## src/rtl/core/stable_priority_queue_macros.svh

```systemverilog
// Assertion macros shared by the queue's modules.
// Each macro expects signals named clk and rst in the scope where it is used.
`ifndef STABLE_PRIORITY_QUEUE_MACROS_SVH
`define STABLE_PRIORITY_QUEUE_MACROS_SVH

// The consequent must hold in the same cycle as the antecedent.
`define SPQ_ASSERT_NOW(lbl, cond, expect_now, msg) \
  lbl: assert property (@(posedge clk) disable iff (rst) (cond) |-> (expect_now)) \
    else $error(msg);

// The consequent must hold in the cycle after the antecedent.
`define SPQ_ASSERT_NEXT(lbl, cond, expect_next, msg) \
  lbl: assert property (@(posedge clk) disable iff (rst) (cond) |=> (expect_next)) \
    else $error(msg);

`endif

```

## src/rtl/core/spq_pkg.sv

```systemverilog
`default_nettype none

package spq_pkg;

  typedef logic [1:0] action_t;
  typedef logic [1:0] status_t;

  // Request action codes.
  localparam action_t ACT_INSERT = 2'd0;
  localparam action_t ACT_POP    = 2'd1;
  localparam action_t ACT_CLEAR  = 2'd2;

  // Result status codes.
  localparam status_t ST_OK    = 2'd0;
  localparam status_t ST_EMPTY = 2'd1;
  localparam status_t ST_FULL  = 2'd2;

  // Operation that the datapath applies to the slot row.
  typedef enum logic [1:0] {
    OP_NONE,
    OP_INSERT,
    OP_POP,
    OP_CLEAR
  } op_t;

  // Controller to datapath.
  typedef struct packed {
    logic    capture;
    logic    execute;
    op_t     op;
    status_t status;
  } spq_cmd_t;

  // Datapath to controller.
  typedef struct packed {
    action_t action;
    logic    empty;
    logic    full;
  } spq_stat_t;

endpackage

`default_nettype wire

```

## src/rtl/core/spq_request_if.sv

```systemverilog
`default_nettype none

interface spq_request_if #(
  parameter int DATA_WIDTH = 32,
  parameter int PRIO_WIDTH = 16
);
  logic                    valid;
  logic                    ready;
  spq_pkg::action_t        action;
  logic [DATA_WIDTH-1:0]   entry_data;
  logic [PRIO_WIDTH-1:0]   entry_priority;

  modport source (output valid, action, entry_data, entry_priority, input ready);
  modport sink   (input valid, action, entry_data, entry_priority, output ready);
endinterface

`default_nettype wire

```

## src/rtl/core/spq_response_if.sv

```systemverilog
`default_nettype none

interface spq_response_if #(
  parameter int DATA_WIDTH = 32,
  parameter int COUNT_WIDTH = 5
);
  logic                    valid;
  logic                    ready;
  logic [DATA_WIDTH-1:0]   front_data;
  logic                    data_valid;
  logic [COUNT_WIDTH-1:0]  entry_count;
  spq_pkg::status_t        status;

  modport source (output valid, front_data, data_valid, entry_count, status, input ready);
  modport sink   (input valid, front_data, data_valid, entry_count, status, output ready);
endinterface

`default_nettype wire

```

## src/rtl/core/spq_datapath.sv

```systemverilog
`default_nettype none

`include "stable_priority_queue_macros.svh"

module spq_datapath #(
  parameter int DEPTH      = 16,
  parameter int DATA_WIDTH = 32,
  parameter int PRIO_WIDTH = 16
) (
  input  wire logic                          clk,
  input  wire logic                          rst,
  input  wire spq_pkg::spq_cmd_t             cmd,
  output spq_pkg::spq_stat_t                 stat,
  input  wire spq_pkg::action_t              action,
  input  wire logic [DATA_WIDTH-1:0]         entry_data,
  input  wire logic [PRIO_WIDTH-1:0]         entry_priority,
  output logic [DATA_WIDTH-1:0]              front_data,
  output logic                               data_valid,
  output logic [$clog2(DEPTH+1)-1:0]         entry_count,
  output spq_pkg::status_t                   status
);
  import spq_pkg::*;

  localparam int CW = $clog2(DEPTH + 1);

  // Captured request.
  action_t               act_q;
  logic [DATA_WIDTH-1:0] data_q;
  logic [PRIO_WIDTH-1:0] prio_q;

  // Sorted slot row, front at index zero, and the fill count.
  logic [DATA_WIDTH-1:0] slot_data [DEPTH];
  logic [PRIO_WIDTH-1:0] slot_prio [DEPTH];
  logic [CW-1:0]         count;
  logic [CW-1:0]         count_next;

  // Per-slot compare: the slot is held and ranks at or above the new entry.
  // Because the row is sorted, this mask is a run of ones from the front.
  logic [DEPTH-1:0] ge;
  logic [DEPTH-1:0] ge_prev;

  always_comb begin
    for (int i = 0; i < DEPTH; i++) begin
      ge[i] = (CW'(i) < count) && (slot_prio[i] >= prio_q);
    end
  end

  assign ge_prev = {ge[DEPTH-2:0], 1'b1};

  // Capture the request item.
  always_ff @(posedge clk) begin
    if (cmd.capture) begin
      act_q  <= action;
      data_q <= entry_data;
      prio_q <= entry_priority;
    end
  end

  assign stat.action = act_q;
  assign stat.empty  = (count == '0);
  assign stat.full   = (count == CW'(DEPTH));

  // Fill count update.
  always_comb begin
    count_next = count;
    if (cmd.execute) begin
      case (cmd.op)
        OP_INSERT: count_next = count + CW'(1);
        OP_POP:    count_next = count - CW'(1);
        OP_CLEAR:  count_next = '0;
        default:   count_next = count;
      endcase
    end
  end

  always_ff @(posedge clk) begin
    if (rst) begin
      count <= '0;
    end else begin
      count <= count_next;
    end
  end

  // Each slot keeps, takes the new entry, or shifts from a neighbor.
  for (genvar g = 0; g < DEPTH; g++) begin : g_slot
    always_ff @(posedge clk) begin
      if (cmd.execute && cmd.op == OP_INSERT && !ge[g]) begin
        if (ge_prev[g]) begin
          slot_data[g] <= data_q;
          slot_prio[g] <= prio_q;
        end else begin
          if (g > 0) begin
            slot_data[g] <= slot_data[(g > 0) ? g - 1 : 0];
            slot_prio[g] <= slot_prio[(g > 0) ? g - 1 : 0];
          end
        end
      end else if (cmd.execute && cmd.op == OP_POP) begin
        if (g < DEPTH - 1) begin
          slot_data[g] <= slot_data[(g < DEPTH - 1) ? g + 1 : g];
          slot_prio[g] <= slot_prio[(g < DEPTH - 1) ? g + 1 : g];
        end
      end
    end
  end

  // Result register, loaded when the operation is applied.
  always_ff @(posedge clk) begin
    if (cmd.execute) begin
      front_data  <= (cmd.op == OP_POP) ? slot_data[0] : '0;
      data_valid  <= (cmd.op == OP_POP);
      entry_count <= count_next;
      status      <= cmd.status;
    end
  end

  // The fill count never passes the capacity.
  `SPQ_ASSERT_NOW(a_count_bound, 1'b1, count <= CW'(DEPTH), "fill count above capacity")
  // An applied insert grows the count by one.
  `SPQ_ASSERT_NEXT(a_insert_count, cmd.execute && cmd.op == OP_INSERT,
    count == $past(count) + CW'(1), "insert did not grow the count")
  // A pop returns the entry that stood at the front.
  `SPQ_ASSERT_NEXT(a_pop_front, cmd.execute && cmd.op == OP_POP,
    data_valid && front_data == $past(slot_data[0]), "pop returned the wrong entry")

endmodule

`default_nettype wire

```

## src/rtl/core/spq_controller.sv

```systemverilog
`default_nettype none

`include "stable_priority_queue_macros.svh"

module spq_controller (
  input  wire logic                clk,
  input  wire logic                rst,
  input  wire logic                req_valid,
  output logic                     req_ready,
  output logic                     rsp_valid,
  input  wire logic                rsp_ready,
  input  wire spq_pkg::spq_stat_t  stat,
  output spq_pkg::spq_cmd_t        cmd
);
  import spq_pkg::*;

  localparam logic S_IDLE = 1'b0;
  localparam logic S_EXEC = 1'b1;

  logic state;
  logic state_next;
  logic rsp_free;

  assign req_ready = (state == S_IDLE);
  assign rsp_free  = !rsp_valid || rsp_ready;

  // Decide the operation and its status from the captured action.
  always_comb begin
    cmd.capture = req_valid && req_ready;
    cmd.execute = (state == S_EXEC) && rsp_free;
    cmd.op      = OP_NONE;
    cmd.status  = ST_OK;
    case (stat.action)
      ACT_INSERT: begin
        if (stat.full) begin
          cmd.status = ST_FULL;
        end else begin
          cmd.op = OP_INSERT;
        end
      end
      ACT_POP: begin
        if (stat.empty) begin
          cmd.status = ST_EMPTY;
        end else begin
          cmd.op = OP_POP;
        end
      end
      ACT_CLEAR: begin
        cmd.op = OP_CLEAR;
      end
      default: begin
        cmd.op = OP_NONE;
      end
    endcase
  end

  // Next state.
  always_comb begin
    state_next = state;
    case (state)
      S_IDLE: begin
        if (cmd.capture) begin
          state_next = S_EXEC;
        end
      end
      S_EXEC: begin
        if (cmd.execute) begin
          state_next = S_IDLE;
        end
      end
      default: begin
        state_next = S_IDLE;
      end
    endcase
  end

  always_ff @(posedge clk) begin
    if (rst) begin
      state     <= S_IDLE;
      rsp_valid <= 1'b0;
    end else begin
      state <= state_next;
      if (cmd.execute) begin
        rsp_valid <= 1'b1;
      end else if (rsp_ready) begin
        rsp_valid <= 1'b0;
      end
    end
  end

  // Operations are applied only from the execute state.
  `SPQ_ASSERT_NOW(a_exec_state, cmd.execute, state == S_EXEC, "execute outside its state")
  // A pop is never applied to an empty queue.
  `SPQ_ASSERT_NOW(a_pop_nonempty, cmd.execute && cmd.op == OP_POP, !stat.empty,
    "pop applied to an empty queue")
  // Every applied operation presents a result in the next cycle.
  `SPQ_ASSERT_NEXT(a_exec_result, cmd.execute, rsp_valid && state == S_IDLE,
    "applied operation left no result")

endmodule

`default_nettype wire

```

## src/rtl/core/stable_priority_queue.sv

```systemverilog
// Bounded priority queue of DEPTH entries kept in sorted order. An insert places
// its data after every held entry of greater or equal priority, so the largest
// priority leaves first and equal priorities leave in arrival order; a pop returns
// the front entry, a clear empties the queue, and every request item gives exactly
// one response item with the data, the entry count after the step and a status
// (pop on an empty queue and insert into a full queue are flagged and change
// nothing). An item is handled by first capturing the request and then applying
// it, when every slot compares its priority with the new entry in parallel and
// the whole row shifts at once. The request side is ready only while no item is
// in work, and a captured item waits to be applied while the previous response
// is still held on the response side. After reset the queue is empty at once;
// there is no clearing pass.
`default_nettype none

module stable_priority_queue #(
  parameter int DEPTH      = 16,
  parameter int DATA_WIDTH = 32,
  parameter int PRIO_WIDTH = 16
) (
  input  wire logic       clk,
  input  wire logic       rst,
  spq_request_if.sink     request,
  spq_response_if.source  response
);
  import spq_pkg::*;

  spq_cmd_t  cmd;
  spq_stat_t stat;

  spq_controller u_ctrl (
    .clk       (clk),
    .rst       (rst),
    .req_valid (request.valid),
    .req_ready (request.ready),
    .rsp_valid (response.valid),
    .rsp_ready (response.ready),
    .stat      (stat),
    .cmd       (cmd)
  );

  spq_datapath #(
    .DEPTH      (DEPTH),
    .DATA_WIDTH (DATA_WIDTH),
    .PRIO_WIDTH (PRIO_WIDTH)
  ) u_dp (
    .clk            (clk),
    .rst            (rst),
    .cmd            (cmd),
    .stat           (stat),
    .action         (request.action),
    .entry_data     (request.entry_data),
    .entry_priority (request.entry_priority),
    .front_data     (response.front_data),
    .data_valid     (response.data_valid),
    .entry_count    (response.entry_count),
    .status         (response.status)
  );

endmodule

`default_nettype wire
```

## src/flat_wrapper.sv

```systemverilog
// flat-port wrapper written by rule: the top's interface ports become plain ports
module stable_priority_queue_flat import spq_pkg::*;
#(
  parameter int DEPTH      = 16,
  parameter int DATA_WIDTH = 32,
  parameter int PRIO_WIDTH = 16
)
  (clk, rst, request_valid, request_action, request_entry_data, request_entry_priority, request_ready, response_valid, response_front_data, response_data_valid, response_entry_count, response_status, response_ready);
  spq_request_if #(.DATA_WIDTH(DATA_WIDTH), .PRIO_WIDTH(PRIO_WIDTH)) request_i ();
  spq_response_if #(.DATA_WIDTH(DATA_WIDTH)) response_i ();
  input  wire logic clk;
  input  wire logic rst;
  input wire logic [$bits(request_i.valid)-1:0] request_valid;
  input wire logic [$bits(request_i.action)-1:0] request_action;
  input wire logic [$bits(request_i.entry_data)-1:0] request_entry_data;
  input wire logic [$bits(request_i.entry_priority)-1:0] request_entry_priority;
  output wire logic [$bits(request_i.ready)-1:0] request_ready;
  output wire logic [$bits(response_i.valid)-1:0] response_valid;
  output wire logic [$bits(response_i.front_data)-1:0] response_front_data;
  output wire logic [$bits(response_i.data_valid)-1:0] response_data_valid;
  output wire logic [$bits(response_i.entry_count)-1:0] response_entry_count;
  output wire logic [$bits(response_i.status)-1:0] response_status;
  input wire logic [$bits(response_i.ready)-1:0] response_ready;
  assign request_i.valid = request_valid;
  assign request_i.action = request_action;
  assign request_i.entry_data = request_entry_data;
  assign request_i.entry_priority = request_entry_priority;
  assign request_ready = request_i.ready;
  assign response_valid = response_i.valid;
  assign response_front_data = response_i.front_data;
  assign response_data_valid = response_i.data_valid;
  assign response_entry_count = response_i.entry_count;
  assign response_status = response_i.status;
  assign response_i.ready = response_ready;
  stable_priority_queue #(.DEPTH(DEPTH), .DATA_WIDTH(DATA_WIDTH), .PRIO_WIDTH(PRIO_WIDTH)) u_core (.clk(clk), .rst(rst), .request(request_i), .response(response_i));
endmodule
```

## config.mk

```make
export PLATFORM = sky130hd
export DESIGN_NAME = stable_priority_queue_flat
export DESIGN_NICKNAME = d
export VERILOG_FILES = /design/src/rtl/core/spq_pkg.sv /design/src/rtl/core/spq_request_if.sv /design/src/rtl/core/spq_response_if.sv /design/src/rtl/core/spq_datapath.sv /design/src/rtl/core/spq_controller.sv /design/src/rtl/core/stable_priority_queue.sv /design/src/flat_wrapper.sv
export VERILOG_INCLUDE_DIRS = /design/src /design/src/rtl/core
export SDC_FILE = /design/constraint.sdc
export NUM_CORES = 2
export LEC_CHECK = 0
export BUFFER_PORTS_ARGS = -buffer_cell sky130_fd_sc_hd__buf_2
export CAP_MARGIN = 10
export CELL_PAD_IN_SITES_DETAIL_PLACEMENT = 1
export CELL_PAD_IN_SITES_GLOBAL_PLACEMENT = 1
export CORE_ASPECT_RATIO = 1.5
export CORE_MARGIN = 3
export CORE_UTILIZATION = 56
export CTS_CLUSTER_DIAMETER = 200
export DETAILED_ROUTE_END_ITERATION = 10
export PLACE_DENSITY_LB_ADDON = 0.05
export RECOVER_POWER = 25
export SLEW_MARGIN = 15
export SYNTH_ARGS = -nofsm -noshare
export SYNTH_HDL_FRONTEND = slang
export SYNTH_SLANG_ARGS = --single-unit
```

## constraint.sdc

```tcl
create_clock -name clk -period 9.09 [get_ports clk]
set_clock_uncertainty 0.05 [all_clocks]
set_input_delay 1.818 -clock clk [delete_from_list [all_inputs] [get_ports clk]]
set_output_delay 1.818 -clock clk [all_outputs]
set_load 0.01 [all_outputs]
```

==> results.cfg <==
[hold_path]
hold-path-cell-count = 2
hold_start = u_core.u_dp.slot_data[0][40]
hold_path_end = u_core.u_dp.slot_data[0][8]
hold_path_class = flip-flop to flip-flop

[final_layout]
layout-drive-gt1-share_pct = 7.91
final_common_cell = edfxtp_1
final_cell_mix = edfxtp_1 (858), a21oi_1 (317), o21ai_0 (287), ha_1 (260), a221o_1 (249)
n_fill_cell = 7823
instances_no_fill = 4663
final_area_um2 = 48400
area_growth_pct = 8.56
fin_nets = 3887
antenna_cells = 0

[clocking]
cts_tree = built
insertion_delay_ps = 660
cts_buffers = 86
clock_sinks = 865
cts_resized = 0
clockBufferDepth = 3
cts_max_level = 3
root_buffer = clkbuf_16
hold_buffers = 0
cts_setup_buffers = 0
clkTransAtPathRegs_ps = 70

[synthesis]
synthCells = 3648
ys_types = 61
ys_seq_elements = 865
yosys_warnings = 0
netlist_area_um2 = 44600
yosysSeqAreaShare_pct = 58.1
synth_edf_count = 858
synth_nets = 3962
syn_avg_cell_area_um2 = 12.2
async_flop_share_pct = 0
synth_top_flop_cell = edfxtp_1

[critical_path]
startpoint = u_core.u_dp.prio_q[12]
slowest_delay_ps = 1710
timing.reg2reg.setup_slack_ps = 1850
r2r_start = u_core.u_dp.prio_q[12]
required_ps = 9430
worstSetupStartpointType = flip-flop
end_kind = flip-flop
arrival_ps = 7580
cp_top_family = buffers and inverters
r2r_end = u_core.u_dp.slot_data[1][19]
worst_path_max_delay_cell = clkbuf_1
crit_path_max_fanout = 52
crit_chain = inv_1 > clkbuf_1 > ha_1 > nand4_1 > inv_1 > a221oi_1 > a31oi_1 > nor2_4 > clkbuf_1 > buf_4 > nor2_1 > a221o_1
reg2reg_depth = 12
critPathKind = flip-flop to flip-flop
worst-path-buf-inv = 5

[sta]
finalSetupTns_ps = 0
setup_viol = 0
period_share_pct = 79.7
max_slew_margin_pct = -122
hold_viol_final = 0
drv_slew = 340
post-route-min-period_ps = 7240
worst_pin_slew_ps = 3320
max_clock_freq_ghz = 0.138
setup_slack_ps = 1850
rsz0062_at_grt = false

[route]
firstDrtPassIters = 6
drt_iter0_drc = 3973
drt-wirelength-per-cell_um = 34.5
num_vias = 35200
vias_per_cell = 7.55
ant_nets = 0
drt-total-wl_mm = 161
drcViolationCount = 0

[power]
peakVddDrop_v = 0.000170
power_mw = 9.20
p_per_area_nw_per_um2 = 190
leakage_nw = 16.9

[outcome]
status = complete, but fails checks
violations = max-capacitance violations, max-slew violations

[placed_design]
dpl_cell_area_um2 = 46000
dp_slack_ps = 3370
gp_congestion = 0.907
dpl.hpwl_mm = 99.3
dp.cells = 4509
port-buffer-count = 95

[run]
max-cap-violations = 11

[die]
die_w_um = 236
ioPinCount = 96
die_area_um2 = 83100
core-area_um2 = 78800
std_cell_rows = 126
die_h_um = 352
initial_core_util_pct = 56.6

[global_routing]
grt_antenna_before_repair = 0
grt_pass1_wl_mm = 237
track_usage_pct = 38.0
grt_overflow = 0
grt_start_max_net_pins = 244
grt_pass1_vias = 37300
[cell type report]
type                            instances  area (µm²)  share of cell area (%)
Multi-Input combinational cell       2412       17500                    36.2
Timing Repair Buffer                  166         942                    1.95
Clock buffer                          112        2280                    4.71
Tap cell                             1024        1280                    2.65
Sequential cell                       865       25900                    53.5
Clock inverter                         42         320                   0.662
Inverter                               42         158                   0.326
[flip-flops by register name, summed over array words and instances (netlist names), 2 cells and up]
signal and count:
u_core.u_dp.slot_data 512, u_core.u_dp.slot_prio 256, u_core.u_dp.data_q 32, u_core.u_dp.front_data 32, u_core.u_dp.prio_q 16, u_core.u_dp.count 5
u_core.u_dp.entry_count 5, u_core.u_dp.act_q 2, u_core.u_dp.status 2
[power breakdown]
group	total (mW)	internal [mW]	leakage [nW]	switching, mW
clock	3.49	1.91	1.27	1.58
sequential	4.74	4.61	7.91	0.125
combinational	0.974	0.327	7.71	0.647
total	9.20	6.84	16.9	2.35
[routing by layer]
metal  up-vias  global-route usage [%]  routed length (µm)
met5         -                       0                   0
met4         0                    27.4               13100
met3       623                    5.19               11400
met2      1987                    67.0               82100
met1     18000                    42.2               54400
li1      14600                       -                   -
[Yosys cell counts, drive strengths merged, types with 33 or more instances]
cell	instances	area (µm²)
o21ai	300	1500
nand2	212	796
o211ai	52	390
buf	53	250
a221o	249	2490
and2	36	228
a21o	127	953
nand3	70	350
mux2	48	541
o31ai	33	248
clkbuf	276	1040
a32oi	48	420
a22oi	225	1690
edfxtp	858	25800
nor2	142	533
a21oi	322	1620
a22o	100	876
inv	42	158
ha	260	3250
[worst reg2reg max path: cells and delay by family, from the launching register on]
| kind | cells | cell delay [ps] |
|---|---|---|
| buf+inv | 5 | 3650 |
| compound gates | 3 | 1780 |
| simple gates | 3 | 630 |
| flops | 1 | 520 |
| fa+ha+maj | 1 | 360 |
[kinds of logic after synthesis]
family	Yosys count	synth area share, %
AO/OA/AOI/OAI	1540	24.4
adder cells (fa/ha/maj)	260	7.29
buffers and inverters	371	3.24
flip-flops	865	58.1
multiplexers	48	1.21
AND/OR/NAND/NOR	564	5.80
[worst max-delay path by stage]
| stage | to | slack (ps) | cells after the start |
|---|---|---|---|
| floorplan | u_core.u_dp.slot_data[1][128] | 2580 | 5 |
| global placement | u_core.u_dp.slot_data[1][149] | 3490 | 9 |
| detailed placement | u_core.u_dp.slot_data[1][158] | 3370 | 9 |
| CTS | u_core.u_dp.slot_data[0][124] | 3610 | 10 |
| global route | u_core.u_dp.slot_data[1][11] | 1850 | 8 |
| finish | u_core.u_dp.slot_data[1][19] | 1850 | 12 |
[metrics by stage]
stage          hold WS (ps)  utilization, %
2_1_floorplan           461               -
3_3_place_gp            482            58.3
3_5_place_dp            487            58.3
4_1_cts                 503            61.6
5_1_grt                 537            61.4
6_report                506            61.4
No activity file was read; power rests on OpenSTA's default activity.
